**src/hdl/ising3d_pkg.sv**
```systemverilog
// Shared types, constants and helpers for the 3D Ising local energy unit.
// No dependencies; imported by the controller, datapath and top module of the block.
`timescale 1ns / 1ps

package ising3d_pkg;

    // Field widths of the stream and configuration payloads
    localparam int SITE_W       = 12;
    localparam int COUPLING_W   = 16;
    localparam int ENERGY_W     = 19;
    localparam int SUM_W        = 4;
    localparam int IN_TDATA_W   = 16;
    localparam int OUT_TDATA_W  = 24;

    localparam int LATTICE_SIDE_DEF = 16;

    // Reciprocal precision of the divide-by-side unit
    localparam int DIV_SHIFT = 24;

    localparam logic signed [COUPLING_W-1:0] COUPLING_RESET = 16'sd256;

    // Item kinds carried on tuser
    localparam logic ACTION_WRITE = 1'b0;
    localparam logic ACTION_EVAL  = 1'b1;

    // Neighbor read pairs, issued in this order
    localparam logic [1:0] RD_SELF_ZM = 2'd0;
    localparam logic [1:0] RD_ZP_YM   = 2'd1;
    localparam logic [1:0] RD_YP_XM   = 2'd2;
    localparam logic [1:0] RD_XP      = 2'd3;

    typedef enum logic [13:0] {
        ST_CLEAR    = 14'h0001,
        ST_IDLE     = 14'h0002,
        ST_WRITE    = 14'h0004,
        ST_DIV_MUL1 = 14'h0008,
        ST_DIV_FIX1 = 14'h0010,
        ST_DIV_MUL2 = 14'h0020,
        ST_DIV_FIX2 = 14'h0040,
        ST_RD0      = 14'h0080,
        ST_RD1      = 14'h0100,
        ST_RD2      = 14'h0200,
        ST_RD3      = 14'h0400,
        ST_ACC      = 14'h0800,
        ST_MUL      = 14'h1000,
        ST_OUT      = 14'h2000
    } t_state;

    typedef struct packed {
        logic       take;       // capture the input item
        logic       clr_step;   // write one entry of the clearing pass
        logic       wr_en;      // store the captured spin
        logic       div_mul;    // multiply divide operand by reciprocal
        logic       div_fix_z;  // finish first divide: z and x*S+y
        logic       div_fix_y;  // finish second divide: y and x
        logic       rd_en;      // issue a neighbor read pair
        logic [1:0] rd_sel;     // which pair
        logic       mul_en;     // multiply coupling by agreement sum
        logic       out_load;   // load the result register
    } t_cmd;

    typedef struct packed {
        logic clr_last;  // clearing pass at its last entry
        logic in_range;  // captured site lies inside the lattice
        logic out_free;  // result register can take a new result
    } t_status;

    // +1 when two spins agree, -1 when they differ
    function automatic logic signed [SUM_W-1:0] agree_term(input logic a, input logic b);
        agree_term = (a == b) ? 4'sd1 : -4'sd1;
    endfunction

endpackage

```
**src/hdl/ising3d_ctrl.sv**
```systemverilog
// Controller: one-hot sequencer for clearing, spin writes and evaluations.
// Depends on ising3d_pkg; drives the datapath through t_cmd.
`timescale 1ns / 1ps

module ising3d_ctrl
    import ising3d_pkg::*;
(
    input  logic    i_clk,
    input  logic    i_rst_n,
    input  logic    i_in_valid,
    input  logic    i_action,
    input  t_status i_status,
    output logic    o_in_ready,
    output t_cmd    o_cmd
);

    t_state r_state, n_state;

    always_ff @(posedge i_clk) begin
        if (!i_rst_n) begin
            r_state <= ST_CLEAR;
        end else begin
            r_state <= n_state;
        end
    end

    assign o_in_ready = (r_state == ST_IDLE);

    always_comb begin
        n_state = r_state;
        o_cmd   = '0;
        case (r_state)
            ST_CLEAR: begin
                o_cmd.clr_step = 1'b1;
                if (i_status.clr_last) begin
                    n_state = ST_IDLE;
                end
            end
            ST_IDLE: begin
                if (i_in_valid) begin
                    o_cmd.take = 1'b1;
                    n_state = (i_action == ACTION_WRITE) ? ST_WRITE : ST_DIV_MUL1;
                end
            end
            ST_WRITE: begin
                o_cmd.wr_en = 1'b1;
                n_state = ST_IDLE;
            end
            ST_DIV_MUL1: begin
                if (i_status.in_range) begin
                    o_cmd.div_mul = 1'b1;
                    n_state = ST_DIV_FIX1;
                end else begin
                    n_state = ST_OUT;
                end
            end
            ST_DIV_FIX1: begin
                o_cmd.div_fix_z = 1'b1;
                n_state = ST_DIV_MUL2;
            end
            ST_DIV_MUL2: begin
                o_cmd.div_mul = 1'b1;
                n_state = ST_DIV_FIX2;
            end
            ST_DIV_FIX2: begin
                o_cmd.div_fix_y = 1'b1;
                n_state = ST_RD0;
            end
            ST_RD0: begin
                o_cmd.rd_en  = 1'b1;
                o_cmd.rd_sel = RD_SELF_ZM;
                n_state = ST_RD1;
            end
            ST_RD1: begin
                o_cmd.rd_en  = 1'b1;
                o_cmd.rd_sel = RD_ZP_YM;
                n_state = ST_RD2;
            end
            ST_RD2: begin
                o_cmd.rd_en  = 1'b1;
                o_cmd.rd_sel = RD_YP_XM;
                n_state = ST_RD3;
            end
            ST_RD3: begin
                o_cmd.rd_en  = 1'b1;
                o_cmd.rd_sel = RD_XP;
                n_state = ST_ACC;
            end
            ST_ACC: begin
                n_state = ST_MUL;
            end
            ST_MUL: begin
                o_cmd.mul_en = 1'b1;
                n_state = ST_OUT;
            end
            ST_OUT: begin
                if (i_status.out_free) begin
                    o_cmd.out_load = 1'b1;
                    n_state = ST_IDLE;
                end
            end
            default: begin
                n_state = ST_IDLE;
            end
        endcase
    end

endmodule

```
**config.mk**
```make
export PLATFORM = sky130hd
export DESIGN_NAME = ising3d_ctrl
export DESIGN_NICKNAME = d
export VERILOG_FILES = /design/src/hdl/ising3d_pkg.sv /design/src/hdl/ising3d_ctrl.sv
export SDC_FILE = /design/constraint.sdc
export NUM_CORES = 1
export LEC_CHECK = 0
export BUFFER_PORTS_ARGS = -buffer_cell sky130_fd_sc_hd__buf_2
export CAP_MARGIN = 20
export CORE_UTILIZATION = 55
export CTS_BUF_LIST = sky130_fd_sc_hd__clkbuf_2
export CTS_CLUSTER_DIAMETER = 200
export DETAILED_ROUTE_END_ITERATION = 6
export GPL_ROUTABILITY_DRIVEN = 0
export HOLD_SLACK_MARGIN = 0.08
export PLACE_DENSITY = 0.89
export SYNTH_ARGS = -nofsm -noshare
export SYNTH_HDL_FRONTEND = slang
export SYNTH_SLANG_ARGS = --single-unit
```
**constraint.sdc**
```tcl
create_clock -name i_clk -period 2.03 [get_ports i_clk]
set_input_delay 0.203 -clock i_clk [delete_from_list [all_inputs] [get_ports i_clk]]
set_output_delay 0.203 -clock i_clk [all_outputs]
set_load 0.01 [all_outputs]
```
# Yosys cells after proc, flatten, opt, wreduce, memory -nomap -nowiden
# Index checks and enable logic that the tools add are counted.
dict set report totals {
  reg_bits 14
  inputBits 7
  output_inout_bits 12
  elab_cells 37
}
dict set report op_classes {
  n_eq_ne 17
  mux 18
  n_reduce_logical 1
}
# cell n
set op_table {}
lappend op_table {{14-bit case mux with 13 select lines} 1}
lappend op_table {{14-bit two-way mux} 4}
lappend op_table {{14-bit by 1-bit == test with 1-bit output (second input constant)} 1}
lappend op_table {{14-bit by 10-bit == test with 1-bit output (second input constant)} 1}
lappend op_table {{14-bit by 11-bit == test with 1-bit output (second input constant)} 1}
lappend op_table {{14-bit by 12-bit == test with 1-bit output (second input constant)} 1}
lappend op_table {{14-bit by 13-bit == test with 1-bit output (second input constant)} 1}
lappend op_table {{14-bit == test (second input constant)} 1}
lappend op_table {{14-bit by 2-bit == test with 1-bit output (second input constant)} 1}
lappend op_table {{14-bit by 3-bit == test with 1-bit output (second input constant)} 1}
lappend op_table {{14-bit by 4-bit == test with 1-bit output (second input constant)} 1}
lappend op_table {{14-bit by 5-bit == test with 1-bit output (second input constant)} 1}
lappend op_table {{14-bit by 6-bit == test with 1-bit output (second input constant)} 1}
lappend op_table {{14-bit by 7-bit == test with 1-bit output (second input constant)} 1}
lappend op_table {{14-bit by 8-bit == test with 1-bit output (second input constant)} 1}
lappend op_table {{14-bit by 9-bit == test with 1-bit output (second input constant)} 1}
lappend op_table {{3-bit case mux with 4 select lines} 1}
lappend op_table {{1-bit two-way mux} 10}
lappend op_table {{2-bit inequality test (second input constant)} 3}
lappend op_table {{4-bit two-way mux} 1}
lappend op_table {{3-bit AND reduction} 1}
lappend op_table {{1-bit case mux with 2 select lines} 1}

# Longest topological paths before layout
# Gate-level depths: netlist of the first run.
dict set report depth {
  ltp_word 3
  depth_mapped 7
  mapped_depth_nobuf 5
}

# Worst setup path after synthesis of the first run
# No wires, ideal clock.
dict set report synth_timing {
  path_kind {flip-flop to output port}
  from {register r_state[0]}
  to {output port o_cmd[4] (netlist name)}
  t_arrival_ns 1.414
  t_required_ns 1.827
  setup_slack_ns 0.413
  stages_incl_launch_ff 5
  cell_sequence {dfxtp_1 nor4_4 nand3_2 or3_1 nand2_1}
}
# element line_no
set synth_lines {}
lappend synth_lines {{from (decl)} ising3d_ctrl.sv:17} ;# t_state r_state, n_state;
lappend synth_lines {{from (signal assigned)} ising3d_ctrl.sv:23} ;# r_state <= n_state;
lappend synth_lines {{to (decl)} ising3d_ctrl.sv:14} ;# output t_cmd o_cmd

==> results of run 1 <==
==> per-stage QoR <==
step	instances	setup slack [ns]
final	149	-0.02561
after global routing	149	-0.09848
after CTS	136	-0.002487
after detailed placement	128	0.1804
after global placement	128	0.2204
after floorplan	97	0.4128
==> routing by layer <==
metal	global-route usage, %	up-vias	wire [µm]
met5	0	-	0
met4	7.742	0	91
met3	2.609	10	166
met2	36.56	57	1372
met1	32.79	447	1175
li1	-	441	-
==> worst paths after layout <==
kind                            start  slack, ns                       end  cells after the start
max           r_state[7]$_SDFFE_PN0P_      -0.03                  o_cmd[7]                      6
min                           i_rst_n       0.14   r_state[0]$_SDFFE_PN1P_                      2
max reg2reg   r_state[2]$_SDFFE_PN0P_       0.08  r_state[11]$_SDFFE_PN0P_                      8
min reg2reg  r_state[11]$_SDFFE_PN0P_       0.55  r_state[12]$_SDFFE_PN0P_                      2
==> worst register-to-register path: stages, from the launching register on <==
cell,delay (ns)
dfxtp_1,0.51
nor4_4,0.08
buf_4,0.17
buf_4,0.14
buf_4,0.13
a2bb2oi_1,0.21
o21ai_2,0.09
nand2b_1,0.30
nor3_1,0.25
==> power groups by stage <==
stage | Sequential [mW] | Combinational (mW) | Clock, mW
finish | 0.283 | 0.110 | 0.144
floorplan | 0.291 | 0.0471 | 0
global route | 0.284 | 0.116 | 0.155
global placement | 0.292 | 0.0676 | 0
CTS | 0.287 | 0.0746 | 0.140
detailed placement | 0.292 | 0.0697 | 0
==> area by class of cell <==
cell class,instances,area [µm²],area share (%)
flip-flops and latches,14,300.3,24.84
well taps,15,18.77,1.553
clock buffers,3,15.01,1.242
repair buffers,37,245.2,20.29
clock inverters,1,3.754,0.3106
multi-input cells,78,621.8,51.45
inverters,1,3.754,0.3106
==> cells in the final DEF, fill, tap and decap left out, types with 2 or more instances in the layout <==
cell type	n
or3_1	2
or2_2	2
buf_6	2
and3_1	2
buf_4	17
xor2_1	2
nand2_1	5
nand2b_1	5
a21oi_1	2
buf_2	17
dfxtp_4	4
clkbuf_2	3
nor2b_1	3
xnor2_1	2
nor4_4	5
nor3_1	6
nand4_1	2
and3b_1	2
nand3b_1	2
nor3b_1	2
dfxtp_2	4
o21ai_0	2
dfxtp_1	6
nor4_1	3
nor2_1	6
==> logic make-up (layout without fill, tap and decap cells) <==
| family | count (synthesis) | count (layout) | synth area share (%) |
|---|---|---|---|
| xor gates and xnor gates | 4 | 4 | 4.082 |
| buffers and inverters | 5 | 42 | 2.769 |
| and+or+nand+nor | 64 | 64 | 52.62 |
| AOI/OAI and AO/OA | 10 | 10 | 7.873 |
| DFF | 14 | 14 | 32.65 |
==> repair_timing <==
action / CTS / global route
pin swaps: 3 / 6
hold endpoints to repair: 1 / 0
endpoints found under the setup margin: 3 / 9
hold buffers: 1 / 0
setup buffers: 3 / 14
gates resized for setup: 2 / 25
gates cloned: 0 / 0
==> metrics.txt, run 1 <==
status finished with violations; failing checks setup timing; synth unique cells 40; relative slew slack 70.67%; WHS 0.1391 ns; die width 41.51 µm; Psw between 0.15 and 0.2 mW; crit path max fanout 3; commonest cells in the synthesized netlist 14 x dfxtp_1, 7 x nor2_1, 7 x nor3_1; Clock Skews about 0.0024 ns; critical path's slowest cell dfxtp_4; synthesized netlist cell count 97; max_cap viols 0; Max IR drop VDD 0.5084 mV; synthesis-to-layout area growth 40.82%; Switching Fraction 30.77%; DRC violations left 0; Top reg by flops r_state; post-synth top area share 32.65%; Die ar. 0.001723 mm²; startpoint class of the critical path flip-flop; CP endpoint kind output port; Tightest Pin Transition around 0.44 ns; pin count of the biggest net entering global routing 9; diode count 0; pwr dens 444.8 mW/mm²; Post-synth ARST share 0%; Main synth FF type dfxtp_1; Mapped Avg Cell Area just under 9 µm²; dpl hpwl about 1400 µm; I/O Buffers 18; placed inst area 962.2 µm²; Ys Warns 0; final-report hold violation count 0; via count 955; period utilisation layout 101.3%; initial antenna violation count 0; top area cells in the synthesized netlist dfxtp_1 33%, nor4_4 7.4%, nor3_1 4.1%, nand2b_1 3.6%, nor4_1 3.6%; syn nets about 100; worst hold path type input pin to flip-flop; DRT Pass-1 Iters 4; post-synthesis sequential area ratio 32.65%; RSZ-0062 raised after global routing true; Num CTS Buffers 3; clock transition at the registers of the reported paths 0.15 ns; WL per Instance 18.83 µm; final core utilization 87.42%; Sequential Power Share 52.7%; number of I/O pins 19; GRT Util Overall 23.19%; final setup TNS -0.05479 ns; slowest cell delay on critical path 0.39 ns; first-pass GRT wire length 3146 µm; critical path, cell by cell nor4_4 > nand3_1 > nor3_2 > nand4b_1 > nand2_1 > buf_2; Core Rows 13; leading area contributor after synthesis dfxtp_1; Clock Path Buffers 2; most common cell in the netlist dfxtp_1; clock root buffer clkbuf_2; WP data required 1.83 ns; grt total ovfl 0; P_leak around 0.55 nW; DRT Wirelength 2806 µm; Skew-Pair Late Insertion Delay between 0.2 and 0.3 ns; Fmax between 0.4 and 0.5 GHz; #FFs+latches synth 14; initial core utilization 62.08%; core area 0.001383 mm²; final worst slack -0.02561 ns; Post-synth EDFFs 0; CTS tree done; Final Setup Violations 4; htree depth 1; Die Y 41.51 µm; DRT iter0 DRCs 31; vias in the first global route 671; crit path DAT ~1.9 ns; Logic pwr share around 20%; WP buf/inv 1; total design power approximately 0.54 mW; final net count 142; Layout fillers 74; Vias/cell 6.409; kind of critical path flip-flop to output port; clock network fraction of design power 26.8%; Largest regs r_state (14); max reg flops 14; internal power between 0.3 and 0.4 mW; post-route ant nets 0; Period minus WS final 2.056 ns; cell family with the largest share of critical-path delay simple AND/OR/NAND/NOR gates; clock sink count 14; Design Area, Final 0.001209 mm²; post-synthesis cell area 858.3 µm²; layout cells sized above 1 49.25%; Slew Limit Fails 0
Note: power is estimated with default switching activity, not from simulation.
==> run 2: changes to the inputs <==
- ABC_AREA: unset -> 1
- CORE_ASPECT_RATIO: unset -> 1.25
- CORE_UTILIZATION: 55 -> 56
==> run 2 against run 1 <==
The flow now finishes without violations. Combinational power fell by 24%. Critical path depth did not move. Power fell by 7.9%. Setup slack improved by 0.31 ns.
==> metrics.txt, run 2 <==
status complete, no violations; post-cts gate resize count 0; DRT Wirelength ~1900 µm; initial antenna violation count 0; crit path DAT 1.54 ns; worst hold path type input pin to flip-flop; layout cells sized above 1 32.70%; post-synthesis cell area 930.9 µm²; WL per Instance 10.75 µm; #FFs+latches synth 14; DRT Pass-1 Iters 4; Max IR drop VDD approximately 0.46 mV; final worst slack between 0.2 and 0.3 ns; Die ar. about 0.0018 mm²; Post-synth EDFFs 0; Top reg by flops r_state; grt total ovfl 0; synthesized netlist cell count 137; Mapped Avg Cell Area 6.795 µm²; initial core utilization 59.62%; Core Rows 16; Clock Skews 0.001825 ns; I/O Buffers 18; top area cells in the synthesized netlist dfxtp_1 30%, nor2_1 12%, nand2_1 11%, inv_1 8.5%, nor2_8 6.5%; clock transition at the registers of the reported paths 0.12 ns; Post-synth ARST share 0%; mux share of post-synthesis cell area 0%; Slew Limit Fails 0; post-synthesis sequential area ratio 30.11%; Largest regs r_state (14); Vias/cell 5.034; Final Setup Violations 0; Post-CTS Setup Repair Bufs 0; complex-gate fraction of the synthesized area 2.016%; Num CTS Buffers 3; Synth Area in Adders 0%; clock root buffer clkbuf_2; Main synth FF type dfxtp_1; period utilisation layout 85.83%; post-synth top area share a little under a third; RSZ-0062 raised after global routing false; first-pass GRT wire length approximately 3200 µm; DRC violations left 0; main combinational cell family by area after synthesis simple AND/OR/NAND/NOR gates; leading area contributor after synthesis dfxtp_1; GRT Util Overall 24.81%; die width 38.47 µm; post-route ant nets 0; CTS tree done; commonest cells in the synthesized netlist 29 x nor2_1, 27 x nand2_1, 21 x inv_1; max reg flops 14; CP endpoint kind output port; Fmax around 0.57 GHz; crit path max fanout 6; Clock Path Buffers 2; kind of critical path flip-flop to output port; Tightest Pin Transition ~0.37 ns; startpoint class of the critical path flip-flop; pre-CTS setup slack 0.6257 ns; dpl hpwl 1528 µm; clock sink count 14; Ys Warns 0; final-report hold violation count 0; core area 0.001562 mm²; final setup TNS 0 ns; vias in the first global route 799; number of I/O pins 19; pwr dens 463.2 mW/mm²; synthesis-to-layout area growth 14.78%; commonest non-fill, non-tap cell in the layout nor2_1; most common cell in the netlist nor2_1; Period minus WS final roughly 1.7 ns; commonest non-fill, non-tap cells in the layout 29 x nor2_1, 27 x nand2_1, 21 x inv_1, 18 x buf_2, 14 x dfxtp_1; WP data required 1.83 ns; DRT iter0 DRCs 23; synth unique cells 21; relative slew slack between 70 and 80%; syn nets 144; Skew-Pair Late Insertion Delay 0.29 ns; P_leak 0.6007 nW; htree depth 1; final net count between 150 and 200; Synth Area in Simple Gates 57.80%; post-synthesis xor/xnor area fraction 0%; Die Y 47.59 µm; via count 891; max_cap viols 0; diode count 0; pin count of the biggest net entering global routing 11
## run 2: cell types whose count changed after synthesis, moves of 5 or more
| cell | before | now |
|---|---|---|
| nor2_1 | 7 | 29 |
| nand2_1 | 6 | 27 |
| inv_1 | 1 | 21 |
| nor2_2 | 0 | 7 |
| nand2_2 | 0 | 5 |
| nand2b_1 | 5 | 0 |
| nand3_1 | 1 | 6 |
## run 2: worst paths after layout
kind	cells after the start	slack [ns]	from	endpoint
min	2	0.13	i_rst_n	r_state[0]$_SDFFE_PN1P_
max	6	0.29	r_state[4]$_SDFFE_PN0P_	o_cmd[7]
max reg2reg	7	0.64	r_state[4]$_SDFFE_PN0P_	r_state[13]$_SDFFE_PN0P_
min reg2reg	4	0.63	r_state[10]$_SDFFE_PN0P_	r_state[11]$_SDFFE_PN0P_
## run 2: worst max-delay path: stages, from the launching register on
cell and delay [ns]:
dfxtp_1 0.35, nor2_2 0.21, nand2_4 0.14, nor2_1 0.20, nand3_1 0.14, nand2_1 0.10, buf_2 0.13
## run 2: timing repair
item	CTS	global route
endpoints found under the hold margin	0	1
hold buffers	0	1
setup endpoints to repair	0	0
## run 2: cells by family after synthesis
kind of cell | after synthesis
buffers and inverters | 25
AOI/OAI and AO/OA | 3
DFF | 14
and+or+nand+nor | 95
## run 2: power breakdown
group / switching (mW) / total, mW / internal [mW]
combinational: 0.0561 / 0.0839 / 0.0278
sequential: 0.00355 / 0.283 / 0.279
clock: 0.0881 / 0.128 / 0.0402
## run 2: area by class of cell
class,count,area [µm²]
clock buffers,3,15.01
fillers,131,493.0
inverters,25,93.84
multi-input cells,98,556.8
flip-flops and latches,14,280.3
well taps,18,22.52
repair buffers,19,100.1
## run 2: through the flow
| step | cell area (µm²) | utilization (%) | hold slack [ns] | std cells | total power [mW] |
|---|---|---|---|---|---|
| finish | 1069 | 68.43 | 0.1284 | 177 | 0.4949 |
| global route | 1069 | 68.43 | 0.1418 | 177 | 0.5160 |
| CTS | 1059 | 67.79 | 0.08652 | 176 | 0.4945 |
| detailed placement | 1044 | 66.83 | 0.3982 | 173 | 0.3714 |
| global placement | 1044 | 66.83 | 0.3846 | 173 | 0.3686 |
| floorplan | 930.9 | - | 0.2730 | 137 | 0.3473 |
## run 2: metal layers
metal	global-route usage, %	share of wire [%]	up-vias
met2	45.42	51	23
met1	27.48	43	406
met3	2.791	2.7	7
li1	-	-	455
met4	14.48	3.3	0
met5	0	0	-
==> run 3: changes to the inputs <==
- CORE_UTILIZATION: 56 -> 50
- MAX_ROUTING_LAYER: unset -> met4
- PLACE_DENSITY: 0.89 -> 0.85
- RECOVER_POWER: unset -> 50
- clock period: 2.03 -> 1.6 ns (I/O delays scaled with it)
==> run 3 against run 2 <==
The flow now finishes with violations (setup timing). Design area increased by 30%. Sequential power grew 28%. Clock skew up 0.0013 ns. Non-clock buffer count rose by 20. Setup slack worse by 0.36 ns. Cell count is 12% higher. Core utilization grew 10 points. Combinational power increased by 67%. Flip-flop and latch count unchanged. First-iteration DRC count increased by 87%. Critical path type unchanged. Critical endpoint is now o_cmd[4]. Largest cell class unchanged. Largest power group unchanged. Highest routed layer unchanged.
==> metrics.txt, run 3 (synthesized netlist as in run 2, its figures left out) <==
status finished with violations; failing checks setup timing; Largest regs r_state (14); Slew Limit Fails 0; synthesis-to-layout area growth 48.79%; gr busiest metal met2; Tightest Pin Transition 0.3942 ns; WL per Instance 13.68 µm; pwr dens about 490 mW/mm²; Clock Skews 0.003130 ns; Sequential Power Share 53.4%; Num CTS Buffers 3; placed inst area 0.001045 mm²; initial core utilization 52.73%; post-route ant nets 0; P_leak about 0.73 nW; Layout fillers 120; Logic pwr share 20.7%; Final Setup Violations 6; CTS tree done; critical path's slowest cell dfxtp_2; internal power 0.4645 mW; Die Y 50.24 µm; RSZ-0062 raised after global routing true; worst reg2reg path startpoint r_state[8]$_SDFFE_PN0P_; clock network fraction of design power around a quarter; met2 GRT Util 49.74%; post-route insts no fill 199; layout cells sized above 1 54.44%; depth of the worst hold-timing path 4; commonest non-fill, non-tap cells in the layout 22 x nor2_1, 22 x nand2_1, 19 x inv_1, 15 x buf_2, 14 x buf_4; vias in the first global route 956; WHS Endpoint r_state[0]$_SDFFE_PN1P_; R2R setup slack 0.08 ns; crit path DAT 1.52 ns; final worst slack -0.07610 ns; I/O Buffers 18; cell family with the largest share of critical-path delay simple AND/OR/NAND/NOR gates; first-pass GRT wire length 3967 µm; Die ar. 0.002039 mm²; pin count of the biggest net entering global routing 11; Reg2Reg Depth 9; WP buf/inv 3; Psw ~0.21 mW; worst r2r dst r_state[9]$_SDFFE_PN0P_; kind of critical path flip-flop to output port; slowest cell delay on critical path 0.36 ns; relative slew slack between 70% and 80%; dpl hpwl 1500 µm; Switching Fraction 31.16%; DRT iter0 DRCs 43; DP Cell Count ~170; number of I/O pins 19; max_cap viols 0; final setup TNS -0.1562 ns; critical path, cell by cell nor2_4 > buf_6 > nand2_2 > nor2_1 > nand2_2 > nand2_2 > nor2_4 > inv_1 > buf_2; Design Area, Final ~0.0014 mm²; WP data required around 1.4 ns; Period minus WS final 1.676 ns; grt total ovfl 0; HP Start i_status[2]; worst hold path type input pin to flip-flop; period utilisation layout 104.8%; core area 0.001765 mm²; DRT Wirelength 2723 µm; Max IR drop VDD 0.4745 mV; clock transition at the registers of the reported paths 0.13 ns; clock sink count 14; Vias/cell 5.236; Core Rows 17; final net count around 190; pre-CTS setup slack 0.2266 ns; GRT Util Overall 29.52%; diode count 0; clock root buffer clkbuf_2; Fmax about 0.6 GHz; met3 Use GR under 10%; most used cell, CP nand2_2; max reg flops 14; final-report hold violation count 0; htree depth 1; Skew-Pair Late Insertion Delay 0.29 ns; initial antenna violation count 0; DRT Pass-1 Iters 4; die width 40.60 µm; startpoint class of the critical path flip-flop; via count around 1.0k; Top reg by flops r_state; CP endpoint kind output port; Clock Path Buffers 2; DRC violations left 0; crit path max fanout 3; GRT met1 Usage 29.36%
## run 3: cell types whose count changed in the layout (fill, tap and decap cells not counted), sizes merged
| cell | before | now |
|---|---|---|
| buf | 18 | 35 |
| clkbuf | 3 | 5 |
| clkinv | 1 | 2 |
| dlygate4sd3 | 1 | 2 |
## run 3: routing by layer
layer	part of all wire, %	vias to the layer above
li1	-	504
met4	4.6	0
met2	53	39
met1	38	485
met3	4.3	14
met5	0	-
## run 3: power by group through the flow
stage / logic, mW / clock network (mW) / registers [mW]
2_1_floorplan: 0.0752 / 0 / 0.366
3_3_place_gp: 0.101 / 0 / 0.366
3_5_place_dp: 0.103 / 0 / 0.366
4_1_cts: 0.130 / 0.177 / 0.360
5_1_grt: 0.151 / 0.188 / 0.361
6_report: 0.140 / 0.174 / 0.361
## run 3: cell type report
class,instances,area (µm²),share of cell area [%]
clock buffers,3,15.01,1.084
clock inverters,1,3.754,0.2710
flip-flops and latches,14,297.8,21.50
multi-input cells,98,666.9,48.15
well taps,19,23.77,1.716
repair buffers,39,284.0,20.51
inverters,25,93.84,6.775
## run 3: worst max path at each step
stage | startpoint | to | slack (ns) | depth (start not counted)
after floorplan | r_state[4]$_SDFFE_PN0P_ | o_cmd[4] | 0.36 | 7
after global placement | r_state[4]$_SDFFE_PN0P_ | o_cmd[4] | 0.23 | 8
after detailed placement | r_state[4]$_SDFFE_PN0P_ | o_cmd[4] | 0.23 | 8
after CTS | r_state[9]$_SDFFE_PN0P_ | o_cmd[4] | -0.02 | 9
after global routing | r_state[1]$_SDFFE_PN0P_ | o_cmd[7] | -0.16 | 7
final | r_state[11]$_SDFFE_PN0P_ | o_cmd[4] | -0.08 | 9
## run 3: worst reg2reg max path, stage by stage, from the launching register on
cell and delay (ns):
dfxtp_2 0.37, nor2_4 0.15, nand2_4 0.09, nor2_8 0.20, clkbuf_1 0.17, nand4_2 0.13, nand2_2 0.12, inv_2 0.05
nand2_4 0.10, nor3_2 0.04
## run 3: what timing repair did
item                       in CTS  in global routing
cloned                          0                  0
setup buffers                  14                  5
hold buffers                    2                  0
pin swaps                      13                  9
gates resized for setup        31                 17
hold endpoints to repair        3                  0
setup endpoints to repair       8                 11
## run 3: stage by stage
step                      util [%]  hold slack, ns  total power [mW]
after global routing         78.46          0.1764            0.7011
after floorplan                  -          0.2300            0.4407
final                        78.46          0.1614            0.6747
after global placement       59.18          0.3434            0.4673
after detailed placement     59.18          0.3467            0.4693
after CTS                    72.57          0.1463            0.6665
